===== config.mk =====
export PLATFORM = sky130hd
export DESIGN_NAME = runtime_average_timeout_tracker
export DESIGN_NICKNAME = d
export VERILOG_FILES = /design/src/hdl/rtat_pkg.sv /design/src/hdl/rtat_ctrl.sv /design/src/hdl/rtat_dp.sv /design/src/hdl/runtime_average_timeout_tracker.sv
export SDC_FILE = /design/constraint.sdc
export NUM_CORES = 2
export LEC_CHECK = 0
export BUFFER_PORTS_ARGS = -buffer_cell sky130_fd_sc_hd__buf_2
export CAP_MARGIN = 15
export CORE_ASPECT_RATIO = 1.5
export CORE_MARGIN = 8
export CORE_UTILIZATION = 50
export DETAILED_ROUTE_END_ITERATION = 10
export GPL_ROUTABILITY_DRIVEN = 0
export MAX_ROUTING_LAYER = met4
export PLACE_DENSITY = 0.78
export RECOVER_POWER = 100
export SYNTH_ARGS = -nofsm -noshare
export SYNTH_HDL_FRONTEND = slang
export SYNTH_SLANG_ARGS = --single-unit

===== constraint.sdc =====
create_clock -name clk -period 20.3 [get_ports clk]
set_input_delay 0 -clock clk [delete_from_list [all_inputs] [get_ports clk]]
set_output_delay 0 -clock clk [all_outputs]
set_load 0.02 [all_outputs]

===== src/hdl/rtat_pkg.sv =====
// ----------------------------------------------------------------------------
// rtat_pkg: shared constants and types for the run-time average tracker
// Window sizing, divider sizing, timeout constants and controller/datapath
// command and status bundles.
// ----------------------------------------------------------------------------
package rtat_pkg;

    // window geometry
    localparam int WINDOW_DEPTH = 5;
    localparam int NUM_WIN      = 3;
    localparam int IDX_W        = (WINDOW_DEPTH > 1) ? $clog2(WINDOW_DEPTH) : 1;
    localparam int CNT_W        = $clog2(WINDOW_DEPTH + 1);

    // field widths
    localparam int SAMPLE_W   = 32;
    localparam int MEAN_OUT_W = 31;
    localparam int TMO_MS_W   = 16;
    localparam int TMO_US_W   = 26;

    // sum and divider sizing: radix-16 restoring divider
    localparam int SUM_W          = SAMPLE_W + CNT_W;
    localparam int DIV_RADIX_BITS = 4;
    localparam int DIV_STEPS      = (SUM_W + DIV_RADIX_BITS - 1) / DIV_RADIX_BITS;
    localparam int DIV_W          = DIV_STEPS * DIV_RADIX_BITS;
    localparam int DSTEP_W        = (DIV_STEPS > 1) ? $clog2(DIV_STEPS) : 1;

    // window selectors
    localparam int WIN_W = 2;
    localparam logic [WIN_W-1:0] WIN_ALL  = 2'd0;
    localparam logic [WIN_W-1:0] WIN_MAIN = 2'd1;
    localparam logic [WIN_W-1:0] WIN_PREV = 2'd2;

    // request codes
    localparam logic       CMD_RECORD = 1'b0;
    localparam logic       CMD_INIT   = 1'b1;
    localparam logic [1:0] SLOT_MAIN  = 2'd0;
    localparam logic [1:0] SLOT_PREV  = 2'd1;

    // ceil(x / 1000) via x + 999 then multiply by reciprocal, valid for 32-bit x
    localparam logic [SAMPLE_W-1:0] ROUND_UP_MS = 32'd999;
    localparam int                  RECIP_W     = 29;
    localparam logic [RECIP_W-1:0]  RECIP_1000  = 29'h10624DD3;
    localparam int                  RECIP_SHIFT = 38;
    localparam int                  PROD_W      = SAMPLE_W + RECIP_W;
    localparam int                  RT_W        = PROD_W - RECIP_SHIFT;
    localparam logic [9:0]          US_PER_MS   = 10'd1000;

    // configuration port
    localparam int   ADDR_W              = 3;
    localparam int   DATA_W              = 32;
    localparam logic REG_IDX_USER_TIMEOUT = 1'b0;

    typedef struct packed {
        logic capture;
        logic init;
        logic push;
        logic use_slot;
        logic sum_step;
        logic div_load;
        logic div_step;
        logic mean_write;
        logic tmo_add;
        logic tmo_mul;
        logic tmo_min;
        logic tmo_us;
        logic out_load;
    } rtat_cmd_t;

    typedef struct packed {
        logic is_init;
        logic is_push;
        logic sum_last;
        logic div_last;
        logic out_free;
    } rtat_status_t;

endpackage


===== src/hdl/rtat_ctrl.sv =====
// ----------------------------------------------------------------------------
// rtat_ctrl: sequencer for the run-time average tracker
// Steps one request through window update, summing and division (records only), and timeout.
// ----------------------------------------------------------------------------
module rtat_ctrl (
    input  logic                   clk,
    input  logic                   rst_n,
    input  logic                   in_valid,
    output logic                   in_ready,
    input  rtat_pkg::rtat_status_t status,
    output rtat_pkg::rtat_cmd_t    cmd_o
);

    typedef enum logic [10:0] {
        S_IDLE   = 11'b000_0000_0001,
        S_DECODE = 11'b000_0000_0010,
        S_SUM    = 11'b000_0000_0100,
        S_DLOAD  = 11'b000_0000_1000,
        S_DIV    = 11'b000_0001_0000,
        S_MWRITE = 11'b000_0010_0000,
        S_TADD   = 11'b000_0100_0000,
        S_TMUL   = 11'b000_1000_0000,
        S_TMIN   = 11'b001_0000_0000,
        S_TUS    = 11'b010_0000_0000,
        S_OUT    = 11'b100_0000_0000
    } state_t;

    state_t state_reg, state_next;
    logic   phase_reg, phase_next;   // 0: overall window, 1: slot window

    always_ff @(posedge clk or negedge rst_n)
    begin
        if (!rst_n)
        begin
            state_reg <= S_IDLE;
            phase_reg <= 1'b0;
        end
        else
        begin
            state_reg <= state_next;
            phase_reg <= phase_next;
        end
    end

    always_comb
    begin
        state_next = state_reg;
        phase_next = phase_reg;
        cmd_o      = '0;
        in_ready   = 1'b0;
        unique case (state_reg)
            S_IDLE:
            begin
                in_ready = 1'b1;
                if (in_valid)
                begin
                    cmd_o.capture = 1'b1;
                    state_next    = S_DECODE;
                end
            end
            S_DECODE:
            begin
                if (status.is_init)
                begin
                    cmd_o.init = 1'b1;
                    state_next = S_TADD;
                end
                else if (status.is_push)
                begin
                    cmd_o.push = 1'b1;
                    phase_next = 1'b0;
                    state_next = S_SUM;
                end
                else
                begin
                    state_next = S_TADD;
                end
            end
            S_SUM:
            begin
                cmd_o.sum_step = 1'b1;
                cmd_o.use_slot = phase_reg;
                if (status.sum_last)
                begin
                    state_next = S_DLOAD;
                end
            end
            S_DLOAD:
            begin
                cmd_o.div_load = 1'b1;
                cmd_o.use_slot = phase_reg;
                state_next     = S_DIV;
            end
            S_DIV:
            begin
                cmd_o.div_step = 1'b1;
                if (status.div_last)
                begin
                    state_next = S_MWRITE;
                end
            end
            S_MWRITE:
            begin
                cmd_o.mean_write = 1'b1;
                cmd_o.use_slot   = phase_reg;
                if (!phase_reg)
                begin
                    phase_next = 1'b1;
                    state_next = S_SUM;
                end
                else
                begin
                    state_next = S_TADD;
                end
            end
            S_TADD:
            begin
                cmd_o.tmo_add = 1'b1;
                state_next    = S_TMUL;
            end
            S_TMUL:
            begin
                cmd_o.tmo_mul = 1'b1;
                state_next    = S_TMIN;
            end
            S_TMIN:
            begin
                cmd_o.tmo_min = 1'b1;
                state_next    = S_TUS;
            end
            S_TUS:
            begin
                cmd_o.tmo_us = 1'b1;
                state_next   = S_OUT;
            end
            S_OUT:
            begin
                if (status.out_free)
                begin
                    cmd_o.out_load = 1'b1;
                    state_next     = S_IDLE;
                end
            end
            default:
            begin
                state_next = S_IDLE;
            end
        endcase
    end

endmodule


===== src/hdl/rtat_dp.sv =====
// ----------------------------------------------------------------------------
// rtat_dp: datapath of the run-time average tracker
// Sample windows, accumulator, radix-16 divider, timeout arithmetic and
// the output register.
// ----------------------------------------------------------------------------
module rtat_dp (
    input  logic                                 clk,
    input  logic                                 rst_n,
    input  rtat_pkg::rtat_cmd_t                  cmd_i,
    output rtat_pkg::rtat_status_t               status,
    input  logic                                 cmd,
    input  logic [1:0]                           slot,
    input  logic [rtat_pkg::SAMPLE_W-1:0]        sample_us,
    input  logic [rtat_pkg::TMO_MS_W-1:0]        user_limit_ms,
    output logic                                 out_valid,
    input  logic                                 out_ready,
    output logic [rtat_pkg::MEAN_OUT_W-1:0]      avg_all_us,
    output logic [rtat_pkg::MEAN_OUT_W-1:0]      avg_main_us,
    output logic [rtat_pkg::MEAN_OUT_W-1:0]      avg_preview_us,
    output logic [rtat_pkg::TMO_MS_W-1:0]        throttle_ms,
    output logic [rtat_pkg::TMO_US_W-1:0]        timeout_us
);

    localparam int SW = rtat_pkg::SAMPLE_W;
    localparam int MW = rtat_pkg::MEAN_OUT_W;
    localparam int CW = rtat_pkg::CNT_W;
    localparam int IW = rtat_pkg::IDX_W;
    localparam int DW = rtat_pkg::DIV_W;
    localparam int ND = rtat_pkg::WINDOW_DEPTH;
    localparam int NW = rtat_pkg::NUM_WIN;

    // captured request
    logic          item_cmd_reg;
    logic [1:0]    item_slot_reg;
    logic [SW-1:0] item_sample_reg;

    // window state
    logic [SW-1:0] win_reg  [NW][ND];
    logic [CW-1:0] cnt_reg  [NW];
    logic [IW-1:0] pos_reg  [NW];
    logic [SW-1:0] mean_reg [NW];

    logic [IW-1:0] pos_safe [NW];
    logic [IW-1:0] pos_inc  [NW];
    logic [CW-1:0] cnt_inc  [NW];

    // accumulator and divider
    logic [rtat_pkg::SUM_W-1:0]   sum_reg;
    logic [IW-1:0]                idx_reg;
    logic [DW-1:0]                dvd_reg, dvd_next;
    logic [CW-1:0]                rem_reg, rem_next;
    logic [CW-1:0]                dvs_reg;
    logic [rtat_pkg::DSTEP_W-1:0] dstep_reg;

    // timeout pipeline
    logic [SW-1:0]                  x_reg;
    logic                           avg_zero_reg;
    logic [rtat_pkg::PROD_W-1:0]    prod_reg;
    logic [rtat_pkg::RT_W-1:0]      rt;
    logic [rtat_pkg::TMO_MS_W-1:0]  tmo_ms_reg;
    logic [rtat_pkg::TMO_US_W-1:0]  tmo_us_reg;

    // output register
    logic                          out_valid_reg;
    logic [MW-1:0]                 out_all_reg, out_main_reg, out_prev_reg;
    logic [rtat_pkg::TMO_MS_W-1:0] out_ms_reg;
    logic [rtat_pkg::TMO_US_W-1:0] out_us_reg;

    logic [rtat_pkg::WIN_W-1:0] slot_win, cur_win;
    logic [CW-1:0]              cur_cnt;
    logic [MW-1:0]              rd_all, rd_main, rd_prev;

    // means of 2^31 or more read as zero
    function automatic logic [MW-1:0] read_mean(input logic [SW-1:0] m);
        return m[SW-1] ? '0 : m[MW-1:0];
    endfunction

    assign slot_win = (item_slot_reg == rtat_pkg::SLOT_MAIN) ? rtat_pkg::WIN_MAIN
                                                             : rtat_pkg::WIN_PREV;
    assign cur_win  = cmd_i.use_slot ? slot_win : rtat_pkg::WIN_ALL;
    assign cur_cnt  = cnt_reg[cur_win];

    assign rd_all  = read_mean(mean_reg[rtat_pkg::WIN_ALL]);
    assign rd_main = read_mean(mean_reg[rtat_pkg::WIN_MAIN]);
    assign rd_prev = read_mean(mean_reg[rtat_pkg::WIN_PREV]);

    always_comb
    begin
        for (int w = 0; w < NW; w++)
        begin
            pos_safe[w] = (int'(pos_reg[w]) >= ND) ? '0 : pos_reg[w];
            pos_inc[w]  = (int'(pos_safe[w]) == ND - 1) ? '0 : pos_safe[w] + IW'(1);
            cnt_inc[w]  = (int'(cnt_reg[w]) < ND) ? cnt_reg[w] + CW'(1) : cnt_reg[w];
        end
    end

    // status back to the sequencer
    assign status.is_init  = (item_cmd_reg == rtat_pkg::CMD_INIT);
    assign status.is_push  = (item_cmd_reg == rtat_pkg::CMD_RECORD)
                             && (item_sample_reg != '0)
                             && ((item_slot_reg == rtat_pkg::SLOT_MAIN)
                                 || (item_slot_reg == rtat_pkg::SLOT_PREV));
    assign status.sum_last = ((CW'(idx_reg) + CW'(1)) == cur_cnt);
    assign status.div_last = (dstep_reg == rtat_pkg::DSTEP_W'(rtat_pkg::DIV_STEPS - 1));
    assign status.out_free = !out_valid_reg || out_ready;

    always_ff @(posedge clk)
    begin
        if (cmd_i.capture)
        begin
            item_cmd_reg    <= cmd;
            item_slot_reg   <= slot;
            item_sample_reg <= sample_us;
        end
    end

    // windows, counts, ring positions and means
    always_ff @(posedge clk or negedge rst_n)
    begin
        if (!rst_n)
        begin
            for (int w = 0; w < NW; w++)
            begin
                cnt_reg[w]  <= '0;
                pos_reg[w]  <= '0;
                mean_reg[w] <= '0;
                for (int i = 0; i < ND; i++)
                begin
                    win_reg[w][i] <= '0;
                end
            end
        end
        else if (cmd_i.init)
        begin
            for (int w = 0; w < NW; w++)
            begin
                mean_reg[w] <= item_sample_reg;
                if (item_sample_reg != '0)
                begin
                    cnt_reg[w] <= CW'(ND);
                    pos_reg[w] <= '0;
                    for (int i = 0; i < ND; i++)
                    begin
                        win_reg[w][i] <= item_sample_reg;
                    end
                end
            end
        end
        else if (cmd_i.push)
        begin
            win_reg[rtat_pkg::WIN_ALL][pos_safe[rtat_pkg::WIN_ALL]] <= item_sample_reg;
            cnt_reg[rtat_pkg::WIN_ALL] <= cnt_inc[rtat_pkg::WIN_ALL];
            pos_reg[rtat_pkg::WIN_ALL] <= pos_inc[rtat_pkg::WIN_ALL];
            win_reg[slot_win][pos_safe[slot_win]] <= item_sample_reg;
            cnt_reg[slot_win] <= cnt_inc[slot_win];
            pos_reg[slot_win] <= pos_inc[slot_win];
        end
        else if (cmd_i.mean_write)
        begin
            mean_reg[cur_win] <= dvd_reg[SW-1:0];
        end
    end

    // restoring divider, four quotient bits per cycle
    always_comb
    begin
        logic [CW:0]   r;
        logic [DW-1:0] d;
        r = {1'b0, rem_reg};
        d = dvd_reg;
        for (int k = 0; k < rtat_pkg::DIV_RADIX_BITS; k++)
        begin
            r = {r[CW-1:0], d[DW-1]};
            d = {d[DW-2:0], 1'b0};
            if (r >= {1'b0, dvs_reg})
            begin
                r    = r - {1'b0, dvs_reg};
                d[0] = 1'b1;
            end
        end
        rem_next = r[CW-1:0];
        dvd_next = d;
    end

    always_ff @(posedge clk)
    begin
        if (cmd_i.capture || cmd_i.div_load)
        begin
            sum_reg <= '0;
            idx_reg <= '0;
        end
        else if (cmd_i.sum_step)
        begin
            sum_reg <= sum_reg + rtat_pkg::SUM_W'(win_reg[cur_win][idx_reg]);
            idx_reg <= idx_reg + IW'(1);
        end

        if (cmd_i.div_load)
        begin
            dvd_reg   <= DW'(sum_reg);
            rem_reg   <= '0;
            dvs_reg   <= (cur_cnt == '0) ? CW'(1) : cur_cnt;
            dstep_reg <= '0;
        end
        else if (cmd_i.div_step)
        begin
            dvd_reg   <= dvd_next;
            rem_reg   <= rem_next;
            dstep_reg <= dstep_reg + rtat_pkg::DSTEP_W'(1);
        end
    end

    // timeout: ceil(mean / 1000), capped by the user limit; the user limit when the mean is zero
    assign rt = prod_reg[rtat_pkg::PROD_W-1:rtat_pkg::RECIP_SHIFT];

    always_ff @(posedge clk)
    begin
        if (cmd_i.tmo_add)
        begin
            x_reg        <= {1'b0, rd_all} + rtat_pkg::ROUND_UP_MS;
            avg_zero_reg <= (rd_all == '0);
        end
        if (cmd_i.tmo_mul)
        begin
            prod_reg <= rtat_pkg::PROD_W'(x_reg) * rtat_pkg::PROD_W'(rtat_pkg::RECIP_1000);
        end
        if (cmd_i.tmo_min)
        begin
            if (avg_zero_reg || (rtat_pkg::RT_W'(user_limit_ms) < rt))
            begin
                tmo_ms_reg <= user_limit_ms;
            end
            else
            begin
                tmo_ms_reg <= rt[rtat_pkg::TMO_MS_W-1:0];
            end
        end
        if (cmd_i.tmo_us)
        begin
            tmo_us_reg <= rtat_pkg::TMO_US_W'(tmo_ms_reg)
                          * rtat_pkg::TMO_US_W'(rtat_pkg::US_PER_MS);
        end
    end

    // output register
    always_ff @(posedge clk or negedge rst_n)
    begin
        if (!rst_n)
        begin
            out_valid_reg <= 1'b0;
        end
        else if (cmd_i.out_load)
        begin
            out_valid_reg <= 1'b1;
        end
        else if (out_ready)
        begin
            out_valid_reg <= 1'b0;
        end
    end

    always_ff @(posedge clk)
    begin
        if (cmd_i.out_load)
        begin
            out_all_reg  <= rd_all;
            out_main_reg <= rd_main;
            out_prev_reg <= rd_prev;
            out_ms_reg   <= tmo_ms_reg;
            out_us_reg   <= tmo_us_reg;
        end
    end

    assign out_valid      = out_valid_reg;
    assign avg_all_us     = out_all_reg;
    assign avg_main_us    = out_main_reg;
    assign avg_preview_us = out_prev_reg;
    assign throttle_ms    = out_ms_reg;
    assign timeout_us     = out_us_reg;

endmodule


===== src/hdl/runtime_average_timeout_tracker.sv =====
// ----------------------------------------------------------------------------
// runtime_average_timeout_tracker: moving-average run-time and timeout tracker
// Sequence: init and ignored requests go from decode straight to the timeout steps;
//   a record first sums, divides and writes the overall window, then the slot window.
// Requests: one in flight at a time, through the shared sum/divide sequence; a
//   parked result that waits for out_ready holds off the next request.
// Reset: rst_n asynchronous, clears windows, counts, positions, means and the limit.
// ----------------------------------------------------------------------------
module runtime_average_timeout_tracker (
    input  logic                                 clk,
    input  logic                                 rst_n,
    // request channel
    input  logic                                 in_valid,
    output logic                                 in_ready,
    input  logic                                 cmd,
    input  logic [1:0]                           slot,
    input  logic [rtat_pkg::SAMPLE_W-1:0]        sample_us,
    // result channel
    output logic                                 out_valid,
    input  logic                                 out_ready,
    output logic [rtat_pkg::MEAN_OUT_W-1:0]      avg_all_us,
    output logic [rtat_pkg::MEAN_OUT_W-1:0]      avg_main_us,
    output logic [rtat_pkg::MEAN_OUT_W-1:0]      avg_preview_us,
    output logic [rtat_pkg::TMO_MS_W-1:0]        throttle_ms,
    output logic [rtat_pkg::TMO_US_W-1:0]        timeout_us,
    // configuration port
    input  logic                                 psel,
    input  logic                                 penable,
    input  logic                                 pwrite,
    input  logic [rtat_pkg::ADDR_W-1:0]          paddr,
    input  logic [rtat_pkg::DATA_W-1:0]          pwdata,
    output logic [rtat_pkg::DATA_W-1:0]          prdata,
    output logic                                 pready
);

    rtat_pkg::rtat_cmd_t    dp_cmd;
    rtat_pkg::rtat_status_t dp_status;

    // user limit on the timeout in ms; zero forces a zero timeout
    logic [rtat_pkg::TMO_MS_W-1:0] user_timeout_reg;
    logic                          reg_hit;
    logic                          cfg_write;

    // register i sits at byte address 4*i; only the word index bit is decoded
    assign reg_hit   = (paddr[2] == rtat_pkg::REG_IDX_USER_TIMEOUT);
    assign cfg_write = psel && penable && pwrite && pready;
    assign pready    = 1'b1;
    assign prdata    = reg_hit ? rtat_pkg::DATA_W'(user_timeout_reg) : '0;

    always_ff @(posedge clk or negedge rst_n)
    begin
        if (!rst_n)
        begin
            user_timeout_reg <= '0;
        end
        else if (cfg_write && reg_hit)
        begin
            user_timeout_reg <= pwdata[rtat_pkg::TMO_MS_W-1:0];
        end
    end

    // sequencer: one request in flight, result parked in the output register
    rtat_ctrl u_ctrl (
        .clk      (clk),
        .rst_n    (rst_n),
        .in_valid (in_valid),
        .in_ready (in_ready),
        .status   (dp_status),
        .cmd_o    (dp_cmd)
    );

    // windows, sum, divider and timeout arithmetic
    rtat_dp u_dp (
        .clk             (clk),
        .rst_n           (rst_n),
        .cmd_i           (dp_cmd),
        .status          (dp_status),
        .cmd             (cmd),
        .slot            (slot),
        .sample_us       (sample_us),
        .user_limit_ms   (user_timeout_reg),
        .out_valid       (out_valid),
        .out_ready       (out_ready),
        .avg_all_us      (avg_all_us),
        .avg_main_us     (avg_main_us),
        .avg_preview_us  (avg_preview_us),
        .throttle_ms     (throttle_ms),
        .timeout_us      (timeout_us)
    );

    // a taken request keeps the block busy for at least the next cycle
    a_busy_after_accept: assert property (@(posedge clk) disable iff (!rst_n)
        (in_valid && in_ready) |=> !in_ready)
        else $error("in_ready high right after a request was taken");

    // a new result only appears after the block has been working on a request
    a_result_from_work: assert property (@(posedge clk) disable iff (!rst_n)
        $rose(out_valid) |-> $past(!in_ready))
        else $error("result appeared without a request in progress");

    // the microsecond timeout always tracks the millisecond one
    a_us_matches_ms: assert property (@(posedge clk) disable iff (!rst_n)
        out_valid |-> (timeout_us == rtat_pkg::TMO_US_W'(throttle_ms)
                                     * rtat_pkg::TMO_US_W'(rtat_pkg::US_PER_MS)))
        else $error("timeout_us does not equal throttle_ms times 1000");

endmodule

==> results by group <==
Route
  – Via count: ~42,000
  – Routed Antenna Nets: 0
  – DR vias/cell: 5.70
  – Metal1 wirelength: 57.1 mm
  – WL/cell: 20.8 um
  – Iteration-0 DRC Markers: 2,873
  – Met2 wire len: 77.9 mm
  – Routed met3 length: 8.60 mm
  – Max layer used: met4
  – Final wirelength: 153 mm
  – DR pass1 iterations: 6
  – DRC: 0

STA
  – Final period util: 65.3%
  – Final setup skew: 0.0535 ns
  – Max Fclk: 75.5 MHz
  – Finish-stage setup viols: 0
  – Worst slew pin tran: 9.87 ns
  – Final hold violation count: 0
  – Fin. max-slew vios: 1,693
  – Setup total negative slack: 0 ns
  – Crit path time final: 13.25 ns
  – RSZ-0062 raised after global routing: no
  – Slew HR: -558%

Cells and area
  – Layout cells sized above 1: 9.82%
  – ANT cells: 0
  – # fillers: 9,952
  – Seq. cell area: 25,500 sq um
  – Layout Nets: between 6,000 and 7,000
  – Multi-input gate area in the final layout: 31,600 sq um
  – Max reg flops: 480
  – Area delta synth->final: 10.6%

Logic synthesis
  – Yosys warning count: 0
  – Post-synthesis sequential area ratio: 42.1%
  – Synth area leaders: dfrtp_1 (26%), edfxtp_1 (15%), fa_1 (12%), ha_1 (11%), mux2_2 (5.0%)
  – Yosys top cell by area: dfrtp_1
  – Mean post-synth cell area: 11.1 sq um
  – Synth top area share: 25.7%
  – Post-synth EDFFs: 300
  – Mapped Area: roughly 61,000 sq um
  – Netlist cell types: between 90 and 100
  – Top post-synthesis cells by count: inv_1 (652), dfrtp_1 (622), nand2_1 (570)
  – Post-synthesis async set-or-reset flop share: 64.3%
  – Number of synthesized register bits: 969
  – Count leader, synth: inv_1
  – Post-synth top flop: dfrtp_1
  – Mapped Cells: 5,454

Setup path
  – Max FO, Critical Path: 192
  – Worst path max stage delay: 5.89 ns
  – CP arrival: 13.88 ns
  – Slowest cell on crit path: clkbuf_1
  – Critical path data required time: approximately 21 ns
  – Cell mode on critical path: a21oi_1
  – Startpoint Class: flip-flop
  – Worst path cell trace: nor4_1 -> and3_1 -> nand3b_1 -> a31oi_4 -> clkbuf_1 -> nand3_1 -> o211ai_1 -> a21oi_1 -> a21oi_1 -> o22ai_1 -> ha_1 -> fa_1 -> a21oi_1 -> o221ai_1 -> o311ai_1 -> a21oi_1 -> o21ai_1 -> a31oi_1 -> a21boi_1 -> o31ai_1 -> or4b_1 -> nand3_1
  – CP Capture Type: flip-flop
  – Critical path type: flip-flop to flip-flop

GRT
  – Congestion Overflow GR: 0
  – Largest net degree at the start of global routing: 193
  – Number of global-route vias before repair: 44,400
  – Initial antenna violation count: 2
  – Tot GR Track Use: 23.5%
  – First-pass GRT wire length: 242 mm

Hold path
  – Worst hold-check path type: input port to flip-flop

Clock network
  – Clk_lat worst skew: 0.71 ns
  – CTS Buf Count: 94
  – CTS tree: yes
  – Clk sinks: 969
  – CTS Root Cell: clkbuf_16
  – CTS clk-pin slew, worst paths: 0.07 ns
  – Postcts setup bufs: 0
  – H-Tree Depth: 3
  – Hold-fix buffers at CTS: 89
  – Post_cts resized: 0
  – Max clock buf depth: 3

Flow run
  – Max-Cap Viols: 35

Placement
  – Post-DP HPWL: 110 mm
  – Port Buffers: approximately 210

Floorplan
  – Row count: 156
  – Die Wd: roughly 300 um
  – I/O pin count: between 200 and 250
  – Die area: 133,000 sq um
  – Initial cell density of the core: between 50% and 60%
  – Core area: 120,000 sq um
  – Die extent in y: 443 um

Outcome
  – Status: finished, violations left
  – Failing checks: capacitance limit, slew limit
[critical path: cells and delay by family (launching register included)]
kind	cells	cell delay (ns)
adders and majority gates	2	0.73
AOI/OAI and AO/OA	13	3.55
buffers and inverters	1	5.89
and+or+nand+nor	6	2.39
DFF	1	0.43
[per-stage QoR]
| stage | cells | area, sq um | hold WS [ns] | utilization, % | worst slack, ns |
|---|---|---|---|---|---|
| after detailed placement | 7073 | 63400 | 0.0776 | 52.7 | 12.24 |
| final | 7334 | 67100 | 0.0308 | 55.7 | 7.05 |
| after floorplan | 5472 | 60700 | -0.296 | - | 12.92 |
| after CTS | 7334 | 67600 | 0.000387 | 56.1 | 12.25 |
| after global placement | 7073 | 63400 | 0.0751 | 52.7 | 12.32 |
| after global routing | 7334 | 67100 | 0.0398 | 55.7 | 5.99 |
[placed cells by master, fill, tap and decap left out, types with 98 or more instances in the layout]
| cell type | count |
|---|---|
| mux2_2 | 270 |
| nand2_1 | 569 |
| nor2_1 | 219 |
| nor2b_1 | 112 |
| dfrtp_1 | 622 |
| a21oi_1 | 266 |
| ha_1 | 513 |
| mux2_1 | 245 |
| edfxtp_1 | 300 |
| clkbuf_16 | 98 |
| nand3_1 | 125 |
| o21ai_0 | 102 |
| inv_1 | 653 |
| clkbuf_1 | 210 |
| fa_1 | 357 |
[cells by family after synthesis]
kind of cell,after synthesis,synth area share (%)
other,2,0.0124
and+or+nand+nor,1208,9.03
muxes,587,10.7
buffers and inverters,924,6.09
AOI/OAI and AO/OA,790,8.21
DFF,969,42.1
adders and majority gates,870,22.4
xor gates and xnor gates,104,1.50
[layout make-up]
cell class	instances	share of cell area [%]
Clock buffer	135	4.10
Clock inverter	37	0.763
Inverter	653	3.65
Multi-Input combinational cell	3579	47.2
Sequential cell	969	38.0
Tap cell	1580	2.95
Timing Repair Buffer	381	3.35
[final timing paths]
| path | slack (ns) | end | depth (start not counted) | start |
|---|---|---|---|---|
| worst max-delay path | 7.05 | u_dp.sum_reg[32]$_SDFFE_PP0P_ | 22 | u_ctrl.state_reg[4]$_DFFE_PN0P_ |
| worst min-delay path | 0.03 | u_dp.item_sample_reg[27]$_DFFE_PP_ | 2 | sample_us[27] |
| worst max register to register | 7.05 | u_dp.sum_reg[32]$_SDFFE_PP0P_ | 22 | u_ctrl.state_reg[4]$_DFFE_PN0P_ |
| worst min register to register | 0.42 | u_dp.timeout_us[5]$_DFFE_PP_ | 0 | u_dp.tmo_us_reg[5]$_DFFE_PP_ |
| max in group asynchronous | 8.24 | u_dp.win_reg[323]$_DFFE_PN0P_ | 6 | rst_n |
| min in group asynchronous | 0.51 | user_timeout_reg[13]$_DFFE_PN0P_ | 3 | rst_n |
[layer usage]
layer  global-route usage, %  vias up
met2                    40.7     1430
met3                    3.05      470
li1                        -    19000
met1                    26.4    21000
met4                    12.4        0
met5                       -        -
Power is left out: the tool's default activity adds up to more than one toggle a clock period on the data nets, which glitch-free logic cannot reach.
